### src/hdl/cbs_pkg.sv
// ----------------------------------------------------------------------------
// cbs_pkg
// Shared types, constants and helpers for the CIGAR block splitter.
// ----------------------------------------------------------------------------
package cbs_pkg;

   localparam int POS_WIDTH  = 32;
   localparam int OP_KIND_W  = 4;
   localparam int OP_LEN_W   = 28;
   localparam int START_W    = 31;
   localparam int OUT_POS_W  = 32;

   localparam int MAX_IN_W   = (START_W > OP_LEN_W) ? START_W : OP_LEN_W;
   localparam int EXT_W      = ((POS_WIDTH > MAX_IN_W) ? POS_WIDTH : MAX_IN_W) + 1;
   localparam int WIDE_OUT_W = (POS_WIDTH > OUT_POS_W) ? POS_WIDTH : OUT_POS_W;

   localparam int REQ_FIELDS_W = OP_KIND_W + OP_LEN_W + START_W;
   localparam int REQ_DATA_W   = ((REQ_FIELDS_W + 7) / 8) * 8;
   localparam int RSP_DATA_W   = 2 * OUT_POS_W;
   localparam int RSP_USER_W   = 2;

   localparam int QUEUE_DEPTH = 2;
   localparam int QPTR_W      = (QUEUE_DEPTH > 1) ? $clog2(QUEUE_DEPTH) : 1;
   localparam int QCNT_W      = $clog2(QUEUE_DEPTH + 1);

   typedef logic [POS_WIDTH-1:0] pos_type;
   localparam pos_type POS_MAX = '1;

   localparam logic [OP_KIND_W-1:0] OP_MATCH = 4'd0;
   localparam logic [OP_KIND_W-1:0] OP_INS   = 4'd1;
   localparam logic [OP_KIND_W-1:0] OP_DEL   = 4'd2;
   localparam logic [OP_KIND_W-1:0] OP_SKIP  = 4'd3;
   localparam logic [OP_KIND_W-1:0] OP_SOFT  = 4'd4;
   localparam logic [OP_KIND_W-1:0] OP_HARD  = 4'd5;
   localparam logic [OP_KIND_W-1:0] OP_PAD   = 4'd6;

   typedef enum logic [1:0] {
      CLS_EXTEND,
      CLS_CLOSE,
      CLS_NOP,
      CLS_BAD
   } op_class_type;

   typedef struct packed {
      op_class_type          cls;
      logic [OP_LEN_W-1:0]   len;
      logic [START_W-1:0]    start;
      logic                  first;
      logic                  last;
   } op_item_type;

   typedef struct packed {
      logic [OUT_POS_W-1:0]  block_end;
      logic [OUT_POS_W-1:0]  block_begin;
      logic                  bad_op;
      logic                  block_valid;
      logic                  final_result;
   } block_rsp_type;

   function automatic pos_type sat_add(pos_type a, logic [OP_LEN_W-1:0] b);
      logic [EXT_W-1:0] s;
      pos_type          r;
      s = EXT_W'(a) + EXT_W'(b);
      if (s > EXT_W'(POS_MAX)) r = POS_MAX;
      else                     r = s[POS_WIDTH-1:0];
      return r;
   endfunction

   function automatic pos_type sat_start(logic [START_W-1:0] v);
      logic [EXT_W-1:0] e;
      pos_type          r;
      e = EXT_W'(v);
      if (e > EXT_W'(POS_MAX)) r = POS_MAX;
      else                     r = e[POS_WIDTH-1:0];
      return r;
   endfunction

   function automatic logic [OUT_POS_W-1:0] out_pos(pos_type p);
      logic [WIDE_OUT_W-1:0] w;
      w = WIDE_OUT_W'(p);
      return w[OUT_POS_W-1:0];
   endfunction

endpackage

### src/hdl/cbs_front.sv
// ----------------------------------------------------------------------------
// cbs_front
// Decodes an incoming CIGAR op into its effect on the block being built.
// ----------------------------------------------------------------------------
module cbs_front import cbs_pkg::*; (
   input  logic [OP_KIND_W-1:0] op_kind,
   input  logic [OP_LEN_W-1:0]  op_length,
   input  logic [START_W-1:0]   align_start,
   input  logic                 first_op,
   input  logic                 last_op,
   input  logic                 break_on_deletion,
   output op_item_type          item
);

   op_class_type cls;

   always_comb begin
      unique case (op_kind) inside
         OP_MATCH:                         cls = CLS_EXTEND;
         OP_DEL:                           cls = break_on_deletion ? CLS_CLOSE : CLS_EXTEND;
         OP_SKIP:                          cls = CLS_CLOSE;
         OP_INS, OP_SOFT, OP_HARD, OP_PAD: cls = CLS_NOP;
         default:                          cls = CLS_BAD;
      endcase
   end

   assign item.cls   = cls;
   assign item.len   = op_length;
   assign item.start = align_start;
   assign item.first = first_op;
   assign item.last  = last_op;

endmodule

### src/hdl/cbs_queue.sv
// ----------------------------------------------------------------------------
// cbs_queue
// Short FIFO of decoded ops between the decode and execute sides.
// ----------------------------------------------------------------------------
module cbs_queue import cbs_pkg::*; (
   input  logic        clock,
   input  logic        reset,
   input  logic        push,
   input  op_item_type push_item,
   output logic        full,
   input  logic        pop,
   output op_item_type head_item,
   output logic        not_empty
);

   op_item_type         mem_ff [QUEUE_DEPTH];
   logic [QPTR_W-1:0]   wr_ptr_ff, wr_ptr_in;
   logic [QPTR_W-1:0]   rd_ptr_ff, rd_ptr_in;
   logic [QCNT_W-1:0]   count_ff, count_in;

   assign full      = (count_ff == QCNT_W'(QUEUE_DEPTH));
   assign not_empty = (count_ff != '0);
   assign head_item = mem_ff[rd_ptr_ff];

   always_comb begin
      wr_ptr_in = wr_ptr_ff;
      rd_ptr_in = rd_ptr_ff;
      count_in  = count_ff;
      if (push) begin
         wr_ptr_in = (wr_ptr_ff == QPTR_W'(QUEUE_DEPTH - 1)) ? '0 : wr_ptr_ff + 1'b1;
      end
      if (pop) begin
         rd_ptr_in = (rd_ptr_ff == QPTR_W'(QUEUE_DEPTH - 1)) ? '0 : rd_ptr_ff + 1'b1;
      end
      if (push && !pop)      count_in = count_ff + 1'b1;
      else if (!push && pop) count_in = count_ff - 1'b1;
   end

   always_ff @(posedge clock) begin
      if (reset) begin
         wr_ptr_ff <= '0;
         rd_ptr_ff <= '0;
         count_ff  <= '0;
      end else begin
         wr_ptr_ff <= wr_ptr_in;
         rd_ptr_ff <= rd_ptr_in;
         count_ff  <= count_in;
      end
      if (push) mem_ff[wr_ptr_ff] <= push_item;
   end

endmodule

### src/hdl/cbs_back.sv
// ----------------------------------------------------------------------------
// cbs_back
// Executes decoded ops: tracks position and open block, registers results.
// ----------------------------------------------------------------------------
module cbs_back import cbs_pkg::*; (
   input  logic          clock,
   input  logic          reset,
   input  op_item_type   item,
   input  logic          item_valid,
   output logic          pop,
   output block_rsp_type rsp,
   output logic          rsp_valid,
   input  logic          rsp_ready
);

   pos_type       cur_pos_ff, cur_pos_in;
   pos_type       open_start_ff, open_start_in;
   logic          any_emit_ff, any_emit_in;
   logic          err_ff, err_in;
   logic          rsp_valid_ff, rsp_valid_in;
   block_rsp_type rsp_ff, rsp_in;

   pos_type       pos0, start0, added;
   logic          any0, err0, closing, emit_close, produce;
   block_rsp_type res;

   assign pop = item_valid && (!rsp_valid_ff || rsp_ready);

   always_comb begin
      pos0    = item.first ? sat_start(item.start) : cur_pos_ff;
      start0  = item.first ? pos0 : open_start_ff;
      any0    = item.first ? 1'b0 : any_emit_ff;
      err0    = item.first ? 1'b0 : err_ff;
      added   = sat_add(pos0, item.len);
      closing = !err0 && (item.cls == CLS_CLOSE);
      emit_close = closing && (pos0 > start0);

      cur_pos_in    = pos0;
      open_start_in = start0;
      any_emit_in   = any0;
      err_in        = err0;
      if (!err0) begin
         case (item.cls)
            CLS_EXTEND: cur_pos_in = added;
            CLS_CLOSE: begin
               cur_pos_in    = added;
               open_start_in = added;
            end
            CLS_BAD:    err_in = 1'b1;
            default:    ;
         endcase
      end
      if (emit_close) any_emit_in = 1'b1;

      res.block_begin  = out_pos(start0);
      res.block_end    = out_pos(pos0);
      res.block_valid  = 1'b1;
      res.final_result = item.last;
      res.bad_op       = 1'b0;
      produce          = emit_close;
      if (item.last && !emit_close) begin
         produce = 1'b1;
         if (err_in || !((cur_pos_in > open_start_in) || !any_emit_in)) begin
            res.block_begin = '0;
            res.block_end   = '0;
            res.block_valid = 1'b0;
            res.bad_op      = err_in;
         end else begin
            res.block_begin = out_pos(open_start_in);
            res.block_end   = out_pos(cur_pos_in);
            any_emit_in     = 1'b1;
         end
      end

      rsp_in       = rsp_ff;
      rsp_valid_in = rsp_ready ? 1'b0 : rsp_valid_ff;
      if (pop && produce) begin
         rsp_in       = res;
         rsp_valid_in = 1'b1;
      end
   end

   always_ff @(posedge clock) begin
      if (reset) begin
         cur_pos_ff    <= '0;
         open_start_ff <= '0;
         any_emit_ff   <= 1'b0;
         err_ff        <= 1'b0;
         rsp_valid_ff  <= 1'b0;
      end else begin
         if (pop) begin
            cur_pos_ff    <= cur_pos_in;
            open_start_ff <= open_start_in;
            any_emit_ff   <= any_emit_in;
            err_ff        <= err_in;
         end
         rsp_valid_ff <= rsp_valid_in;
      end
      rsp_ff <= rsp_in;
   end

   assign rsp       = rsp_ff;
   assign rsp_valid = rsp_valid_ff;

endmodule

### src/hdl/cigar_block_splitter.sv
// ----------------------------------------------------------------------------
// cigar_block_splitter
// Splits the reference span of an alignment into blocks from its CIGAR ops.
// ----------------------------------------------------------------------------
// Takes one CIGAR op per request and sustains one request per clock while
// rsp_ keeps up. An op is decoded on acceptance, held in a two-entry queue,
// and executed by the back end (one saturating add and position compares).
// A response, when the op yields one, is registered once the back end pops
// the op from the queue. The back end executes no op while a response waits
// on rsp_, so a response stall fills the queue and req_tready drops once two
// ops are queued. Write break_on_deletion on csr_ only while no alignment is
// in flight.
// ----------------------------------------------------------------------------
module cigar_block_splitter import cbs_pkg::*; (
   input  logic                  clock,
   input  logic                  reset,
   input  logic                  req_tvalid,
   output logic                  req_tready,
   // op_kind[3:0], op_length[31:4], align_start[62:32], zero[63]
   input  logic [REQ_DATA_W-1:0] req_tdata,
   // first_op
   input  logic                  req_tuser,
   input  logic                  req_tlast,
   output logic                  rsp_tvalid,
   input  logic                  rsp_tready,
   // block_begin[31:0], block_end[63:32]
   output logic [RSP_DATA_W-1:0] rsp_tdata,
   // block_valid[0], bad_op[1]
   output logic [RSP_USER_W-1:0] rsp_tuser,
   output logic                  rsp_tlast,
   input  logic                  csr_valid,
   output logic                  csr_ready,
   input  logic                  csr_data
);

   logic          break_del_ff;
   op_item_type   dec_item, head_item;
   logic          q_full, q_not_empty, q_pop, push;
   block_rsp_type rsp;

   assign csr_ready = 1'b1;

   always_ff @(posedge clock) begin
      if (reset) begin
         break_del_ff <= 1'b0;
      end else if (csr_valid) begin
         break_del_ff <= csr_data;
      end
   end

   assign req_tready = !q_full;
   assign push       = req_tvalid && !q_full;

   cbs_front u_front (
      .op_kind           (req_tdata[OP_KIND_W-1:0]),
      .op_length         (req_tdata[OP_KIND_W+OP_LEN_W-1:OP_KIND_W]),
      .align_start       (req_tdata[REQ_FIELDS_W-1:OP_KIND_W+OP_LEN_W]),
      .first_op          (req_tuser),
      .last_op           (req_tlast),
      .break_on_deletion (break_del_ff),
      .item              (dec_item)
   );

   cbs_queue u_queue (
      .clock     (clock),
      .reset     (reset),
      .push      (push),
      .push_item (dec_item),
      .full      (q_full),
      .pop       (q_pop),
      .head_item (head_item),
      .not_empty (q_not_empty)
   );

   cbs_back u_back (
      .clock      (clock),
      .reset      (reset),
      .item       (head_item),
      .item_valid (q_not_empty),
      .pop        (q_pop),
      .rsp        (rsp),
      .rsp_valid  (rsp_tvalid),
      .rsp_ready  (rsp_tready)
   );

   assign rsp_tdata = {rsp.block_end, rsp.block_begin};
   assign rsp_tuser = {rsp.bad_op, rsp.block_valid};
   assign rsp_tlast = rsp.final_result;

endmodule

### config.mk
export PLATFORM = sky130hd
export DESIGN_NAME = cigar_block_splitter
export DESIGN_NICKNAME = d
export VERILOG_FILES = /design/src/hdl/cbs_pkg.sv /design/src/hdl/cbs_front.sv /design/src/hdl/cbs_queue.sv /design/src/hdl/cbs_back.sv /design/src/hdl/cigar_block_splitter.sv
export SDC_FILE = /design/constraint.sdc
export NUM_CORES = 1
export LEC_CHECK = 0
export BUFFER_PORTS_ARGS = -buffer_cell sky130_fd_sc_hd__buf_4
export CORE_MARGIN = 10
export CORE_UTILIZATION = 40
export CTS_CLUSTER_DIAMETER = 80
export DETAILED_ROUTE_END_ITERATION = 10
export SYNTH_ARGS = -nofsm -noshare
export SYNTH_HDL_FRONTEND = slang
export SYNTH_SLANG_ARGS = --single-unit
### constraint.sdc
create_clock -name clock -period 7.8 [get_ports clock]
set_input_delay 1.17 -clock clock [delete_from_list [all_inputs] [get_ports clock]]
set_output_delay 1.17 -clock clock [all_outputs]
set_load 0.03 [all_outputs]
==> results of run 1 <==
-- metrics by stage --
| stage | cells | hold WS (ns) | util, % |
|---|---|---|---|
| after floorplan | 1460 | 0.433 | - |
| after global placement | 2026 | 0.439 | 45.0 |
| after detailed placement | 2026 | 0.443 | 45.0 |
| after CTS | 2079 | 0.452 | 47.4 |
| after global routing | 2079 | 0.470 | 47.5 |
| final | 2079 | 0.454 | 47.5 |
-- tightest hold or removal path: stages, from the launching register on --
cell,delay [ns]
dfxtp_1,0.31
nand2_1,0.05
a21oi_1,0.05
-- metal layers --
metal | up-vias | share of wire [%] | wire length (um)
met5 | - | 0 | 0
met4 | 0 | 1.9 | 858
met3 | 57 | 8.7 | 4010
met2 | 498 | 44 | 20100
met1 | 5859 | 46 | 21200
li1 | 5802 | - | -
-- flip-flops by register name, summed over array words and instances, names as in the netlist, named ones only --
signal and count:
u_queue.wr_ptr_ff 1, u_back.rsp 67, u_queue.rd_ptr_ff 1, u_back.cur_pos_ff 32, break_del_ff 1, u_back.rsp_valid 1
u_queue.count_ff 2, u_queue.mem_ff 126, u_back.any_emit_ff 1, u_back.open_start_ff 32, u_back.err_ff 1
-- kinds of logic after synthesis --
| group | share of synthesized area [%] |
|---|---|
| AOI/OAI and AO/OA | 21.2 |
| and+or+nand+nor | 10.9 |
| DFF | 49.0 |
| buffers and inverters | 3.87 |
| adders and majority gates | 7.99 |
| muxes | 5.96 |
| xor gates and xnor gates | 1.12 |
| other | 0.0253 |
-- synth_stat cells, types with 38 or more instances --
cell type  count
mux2_2        40
clkbuf_1      57
ha_1          93
mux2i_1       39
inv_1         60
dfxtp_1       73
nand2_1      127
nor2_1       121
nand3_1       38
a21oi_1      108
edfxtp_1     193
o21ai_0      153
-- worst max-delay path by stage --
| stage | cells after the start | slack, ns | endpoint | start |
|---|---|---|---|---|
| floorplan | 14 | 0.87 | u_back.rsp[0] | flop |
| global placement | 25 | 0.39 | u_back.rsp[45] | u_queue.mem_ff[0][1] |
| detailed placement | 25 | 0.34 | u_back.rsp[45] | u_queue.mem_ff[0][1] |
| CTS | 25 | 0.29 | u_back.rsp[45] | u_queue.mem_ff[0][1] |
| global route | 25 | 0.08 | u_back.rsp[45] | u_queue.mem_ff[0][1] |
| finish | 25 | 0.47 | u_back.rsp[22] | u_queue.mem_ff[0][1] |
-- placed cells by master (no fill, tap or decap), types with 9 or more instances in the layout --
| master | n |
|---|---|
| edfxtp_1 | 193 |
| buf_4 | 178 |
| o21ai_0 | 153 |
| nand2_1 | 127 |
| nor2_1 | 120 |
| a21oi_1 | 107 |
| ha_1 | 93 |
| dfxtp_1 | 72 |
| inv_1 | 60 |
| mux2_2 | 40 |
| mux2i_1 | 39 |
| nand3_1 | 38 |
| o32ai_1 | 31 |
| o22ai_1 | 30 |
| clkbuf_16 | 29 |
| o21a_1 | 21 |
| a211oi_1 | 21 |
| nor3_1 | 18 |
| a21o_1 | 15 |
| nand4_1 | 14 |
| and2_1 | 12 |
| o211ai_1 | 12 |
| a31oi_1 | 12 |
| xnor2_1 | 12 |
| and3_1 | 10 |
| clkbuf_1 | 9 |
-- area by class of cell --
type	count	area [um^2]	share of cell area (%)
clock buffer	40	787	4.53
clock inverter	13	104	0.597
inverter	61	229	1.32
multi-input combinational	1051	7040	40.5
sequential	266	7260	41.8
tap	468	586	3.37
timing repair buffer	180	1380	7.92
==> metrics.txt, run 1 <==
drt drc 0; Routed Antenna Nets 0; critical path class flop to flop; CTS root buf clkbuf_16; Most used DFF post-synth edfxtp_1; FF+latch count, synth 266; critical path required time 8.05 ns; Post-CTS Setup Inserts 0; synth unique cells 78; WL final 46.1 mm; vias in the first global route 11700; fin nets 1755; Synth Cell Area 0.0148 mm^2; Fill cells 3418; Pins Over Slew Limit 0; Seq/Total Area, Yosys 49.0%; CTS tree yes; post-DP HPWL 33.1 mm; initial antenna violation count 0; gpl congestion 0.917; chip width 212 um; Hold Fails Final Rpt 0; syn_nets 1626; CP max stage delay 0.51 ns; async set or reset register ratio after synthesis 0%; Area after DPL 0.0165 mm^2; die area 0.0452 mm^2; largest net degree at the start of global routing 68; syn avg cell area 10.2 um^2; RSZ-0062 raised after global routing false; Initial Util 40.5%; Cells after Synth 1460; Fin Clk Skew 0.0135 ns; Slew HR 32.4%; layout cell share with drive strength beyond 1 18.2%; met1 Use GR 28.2%; initial DRC count 1297; FF-to-FF End u_back.rsp[22]; Reg2Reg Launch Point u_queue.mem_ff[0][1]; # resized after CTS 0; area added between synthesis and finish 17.3%; CP dominant cell by count buf_4; design area 0.0174 mm^2; status completed; top cell type's share of synthesized area 39.1%; most area-consuming cells after synthesis edfxtp_1 (39%), dfxtp_1 (9.9%), ha_1 (7.9%), o21ai_0 (5.2%), a21oi_1 (3.6%); CP Capture Type flop; core area 0.0366 mm^2; M2 GR Usage 30.0%; H-tree depth 1; critical path peak fanout 63; Hold Path Depth 2; Critical Path Slowest Stage Cell mux2_8; Routed wire per std cell 22.2 um; final worst slack 0.469 ns; I/O Buffers 139; Hold Crit Class flop to flop; worst-margin pin slew 1.01 ns; Vias 12200; clk slew on worst S/H paths 0.06 ns; Final TNS setup 0 ns; fmax 136 MHz; cell row count 70; Global Route met3 Usage 4.18%; GRT Total Usage 19.9%; Num CTS Buffers 29; grt ovf 0; worst-skew pair later-pin latency 0.57 ns; Sink Count 266; Setup WS pre-CTS 0.336 ns; worst hold path endpoint u_back.cur_pos_ff[13]; Worst setup SP type flop; IO Count 142; Setup Viol. Count Final 0; diode count 0; layer with the highest usage met2; Data arrival, critical path 7.58 ns; vias per cell 5.88; CTS max path bufs 3; Final min period 7.33 ns; max_cap viols 0; Tcrit/Tclk final 94.0%; leading area contributor after synthesis edfxtp_1; EDFF count, synth 193; YS warnings 0; largest delay contributor family on the critical path compound AO/OA/AOI/OAI gates; worst-case reg-to-reg path depth 25; 1st-pass router iterations 7; min-delay src u_back.cur_pos_ff[13]; Buffers & Inverters on Critical Path 5; CTS Hold Bufs 0; R2R setup slack 0.47 ns; die height 212 um; global-route wire length before repair 69.7 mm
Power of run 1 is not shown: default switching activity piles up to over one toggle a cycle in this logic, so the estimate is an artifact.
==> run 2, diff against run 1 <==
--- a/config.mk
+++ b/config.mk
@@ -6,10 +6,13 @@
 export NUM_CORES = 1
 export LEC_CHECK = 0
 export BUFFER_PORTS_ARGS = -buffer_cell sky130_fd_sc_hd__buf_4
+export CELL_PAD_IN_SITES_DETAIL_PLACEMENT = 1
+export CELL_PAD_IN_SITES_GLOBAL_PLACEMENT = 1
 export CORE_MARGIN = 10
 export CORE_UTILIZATION = 40
 export CTS_CLUSTER_DIAMETER = 80
 export DETAILED_ROUTE_END_ITERATION = 10
+export PLACE_DENSITY_LB_ADDON = 0.1
 export SYNTH_ARGS = -nofsm -noshare
 export SYNTH_HDL_FRONTEND = slang
 export SYNTH_SLANG_ARGS = --single-unit
==> metrics.txt, run 2 (synthesized netlist as in run 1, its figures left out) <==
status completed; worst-skew pair later-pin latency 0.59 ns; Worst setup SP type flop; Fill cells 4113; area added between synthesis and finish 18.6%; initial DRC count 854; Critical Path Slowest Stage Cell mux2_8; RSZ-0062 raised after global routing false; die height 212 um; global-route wire length before repair 77.6 mm; CP Capture Type flop; Pins Over Slew Limit 0; max_cap viols 0; H-tree depth 1; CTS max path bufs 3; I/O Buffers 139; CP max stage delay 0.51 ns; Sink Count 266; Fin Clk Skew 0.0351 ns; CTS tree yes; fin nets 1765; Hold Crit Class flop to flop; max reg flops 126; gpl congestion 0.875; most frequent cells in the layout edfxtp_1 (193), buf_4 (185), o21ai_0 (153); critical path required time 8.10 ns; Routed wire per std cell 24.4 um; initial antenna violation count 0; largest net degree at the start of global routing 74; Hold Fails Final Rpt 0; diode count 0; core area 0.0366 mm^2; final worst slack 0.426 ns; vias in the first global route 12600; cell row count 70; layout cell share with drive strength beyond 1 18.8%; placed cells 2035; Slew HR 26.0%; Tcrit/Tclk final 94.5%; Finished Core Util 48.0%; grt ovf 0; Final min period 7.37 ns; die area 0.0452 mm^2; most common cell after layout, fill and taps aside edfxtp_1; Num CTS Buffers 30; Setup Viol. Count Final 0; clk slew on worst S/H paths 0.06 ns; drt drc 0; WL final 51.0 mm; Most flops, register u_queue.mem_ff; Initial Util 40.5%; CTS root buf clkbuf_16; CP dominant cell by count buf_4; fmax 136 MHz; GRT Total Usage 22.2%; Final TNS setup 0 ns; critical path peak fanout 53; Vias 12400; vias per cell 5.93; worst-margin pin slew 1.11 ns; Post-CTS Setup Inserts 0; IO Count 142; Data arrival, critical path 7.67 ns; Routed Antenna Nets 0; 1st-pass router iterations 5; critical path class flop to flop; chip width 212 um; Setup WS pre-CTS 0.392 ns; post-DP HPWL 36.0 mm; post-route insts no fill 2091
==> run 2: final cells by class <==
class / instances / area (um^2) / share of cell area (%)
Sequential cell: 266 / 7260 / 41.3
Multi-Input combinational cell: 1051 / 7030 / 40.0
Timing Repair Buffer: 189 / 1470 / 8.35
Clock buffer: 38 / 812 / 4.62
Tap cell: 468 / 586 / 3.33
Inverter: 61 / 229 / 1.30
Clock inverter: 18 / 195 / 1.11
==> run 2: final timing paths <==
check	startpoint	endpoint	slack, ns	cells after the start
hold reg to reg	u_back.cur_pos_ff[12]	u_back.cur_pos_ff[12]	0.46	2
setup reg to reg	u_queue.mem_ff[0][1]	u_back.rsp[47]	0.43	25
hold / removal	u_back.cur_pos_ff[12]	u_back.cur_pos_ff[12]	0.46	2
setup / recovery	u_queue.mem_ff[0][1]	u_back.rsp[47]	0.43	25
==> run 2: critical path: cells and delay by family (launching register included) <==
family / cells / cell delay [ns]
buffers and inverters: 6 / 1.13
AND/OR/NAND/NOR: 5 / 0.81
flip-flops: 1 / 0.45
multiplexers: 3 / 1.16
adder cells (fa/ha/maj): 2 / 0.73
AO/OA/AOI/OAI: 9 / 2.80
==> run 2: repair_timing <==
item                       4_1_cts  5_1_grt
setup endpoints to repair        0       36
hold buffers                     0        0
gates resized for setup          0        3
==> run 2: metal layers <==
metal / GRT usage (%) / share of wire (%) / vias up
met4: 2.93 / 1.0 / 0
met1: 31.5 / 48 / 6208
li1: - / - / 5808
met5: 0 / 0 / -
met2: 35.6 / 46 / 351
met3: 3.55 / 5.4 / 42
==> run 2: through the flow <==
| stage | hold WS, ns | cell area (um^2) |
|---|---|---|
| final | 0.457 | 17600 |
| after global routing | 0.462 | 17600 |
| after CTS | 0.452 | 17600 |
| after detailed placement | 0.444 | 16600 |
| after global placement | 0.439 | 16600 |
| after floorplan | 0.433 | 14800 |
Power of run 2 is left out for the same reason.
==> run 3, diff against run 2 <==
--- a/config.mk
+++ b/config.mk
@@ -11,6 +11,7 @@
 export CORE_MARGIN = 10
 export CORE_UTILIZATION = 40
 export CTS_CLUSTER_DIAMETER = 80
+export CTS_CLUSTER_SIZE = 25
 export DETAILED_ROUTE_END_ITERATION = 10
 export PLACE_DENSITY_LB_ADDON = 0.1
 export SYNTH_ARGS = -nofsm -noshare
==> constraint.sdc (replaced) <==
create_clock -name clock -period 6.85 [get_ports clock]
set_input_delay 1.0275 -clock clock [delete_from_list [all_inputs] [get_ports clock]]
set_output_delay 1.0275 -clock clock [all_outputs]
set_load 0.03 [all_outputs]
==> metrics.txt, run 3 (synthesized netlist as in run 1, its figures left out) <==
Slew HR 32.4%; vias per cell 5.77; fmax 151 MHz; area added between synthesis and finish 25.0%; chip width 212 um; hold_ws 0.458 ns; WL final 52.6 mm; critical path class flop to flop; RSZ-0062 raised after global routing true; die height 212 um; GRT Total Usage 22.9%; max_cap viols 0; R2R setup slack 0.23 ns; Most flops, register u_queue.mem_ff; initial DRC count 863; Tcrit/Tclk final 96.7%; worst-skew pair later-pin latency 0.55 ns; Hold Fails Final Rpt 0; clk slew on worst S/H paths 0.10 ns; core area 0.0366 mm^2; Final TNS setup 0 ns; Data arrival, critical path 6.89 ns; Worst setup SP type flop; Pins Over Slew Limit 0; die area 0.0452 mm^2; CP max stage delay 0.44 ns; CP dominant cell by count buf_4; diode count 0; CTS tree yes; grt ovf 0; Sink Count 266; Routed Antenna Nets 0; most common cell after layout, fill and taps aside buf_4; I/O Buffers 139; CTS root buf clkbuf_16; critical path peak fanout 14; global-route wire length before repair 80.1 mm; cell row count 70; layout cell share with drive strength beyond 1 26.4%; CTS max path bufs 3; Initial Util 40.5%; Finished Core Util 50.6%; critical path required time 7.12 ns; post-DP HPWL 39.3 mm; Num CTS Buffers 19; worst-case reg-to-reg path depth 30; most frequent cells in the layout buf_4 (329), edfxtp_1 (193), o21ai_0 (136); Vias 12800; Critical Path Slowest Stage Cell o32ai_1; worst-margin pin slew 1.01 ns; vias in the first global route 13300; initial antenna violation count 0; Fin Clk Skew 0.0418 ns; critical path endpoint u_back.rsp[21]; Fill cells 4108; 1st-pass router iterations 5; FF-to-FF End u_back.rsp[21]; CTS Hold Bufs 0; H-tree depth 1; status completed; Final min period 6.62 ns; Routed wire per std cell 23.7 um; max reg flops 126; largest net degree at the start of global routing 69; drt drc 0; Hold Crit Class flop to flop; fin nets 1902; Setup Viol. Count Final 0; gpl congestion 0.944; CP Capture Type flop; IO Count 142
-- run 3: layer usage --
layer  wire (um)  vias up  part of all wire [%]  global-route usage (%)
li1            -     6083                     -                       -
met1       24900     6351                    47                    32.1
met2       23800      309                    45                    36.6
met3        2670       47                   5.1                    3.22
met4        1180        0                   2.2                    5.39
met5           0        -                     0                       0
-- run 3: stage by stage --
stage | setup WS [ns] | instance area (um^2) | cells
after floorplan | 0.0398 | 14800 | 1460
after global placement | 0.0131 | 17600 | 2175
after detailed placement | 0.0553 | 17600 | 2175
after CTS | 0.0591 | 18300 | 2209
after global routing | -0.0403 | 18500 | 2217
final | 0.227 | 18500 | 2217
-- run 3: worst min path at each step --
stage / cells after the start / startpoint / endpoint / slack (ns)
floorplan: 2 / u_back.cur_pos_ff[10] / u_back.cur_pos_ff[10] / 0.43
global placement: 2 / u_back.cur_pos_ff[4] / u_back.cur_pos_ff[4] / 0.44
detailed placement: 2 / u_back.cur_pos_ff[13] / u_back.cur_pos_ff[13] / 0.45
CTS: 2 / u_back.cur_pos_ff[13] / u_back.cur_pos_ff[13] / 0.46
global route: 2 / u_back.cur_pos_ff[1] / u_back.cur_pos_ff[1] / 0.48
finish: 2 / u_back.cur_pos_ff[13] / u_back.cur_pos_ff[13] / 0.46
-- run 3: critical path, delay by kind of cell, from the launching register on --
family	cells	cell delay, ns
and+or+nand+nor	7	0.98
muxes	3	0.96
AOI/OAI and AO/OA	8	1.77
adders and majority gates	2	0.62
buffers and inverters	10	1.60
DFF	1	0.39
-- run 3: area by class of cell --
type / count / area [um^2] / share of cell area (%)
Sequential cell: 266 / 7260 / 39.2
Multi-Input combinational cell: 1051 / 7150 / 38.6
Timing Repair Buffer: 337 / 2610 / 14.1
Tap cell: 468 / 586 / 3.16
Clock buffer: 23 / 500 / 2.70
Inverter: 61 / 229 / 1.24
Clock inverter: 11 / 188 / 1.01
-- run 3: what timing repair did --
item	4_1_cts	5_1_grt
pin swaps	0	9
setup endpoints to repair	7	66
buffers inserted	0	8
gates resized for setup	2	42
Power of run 3 is left out for the same reason.
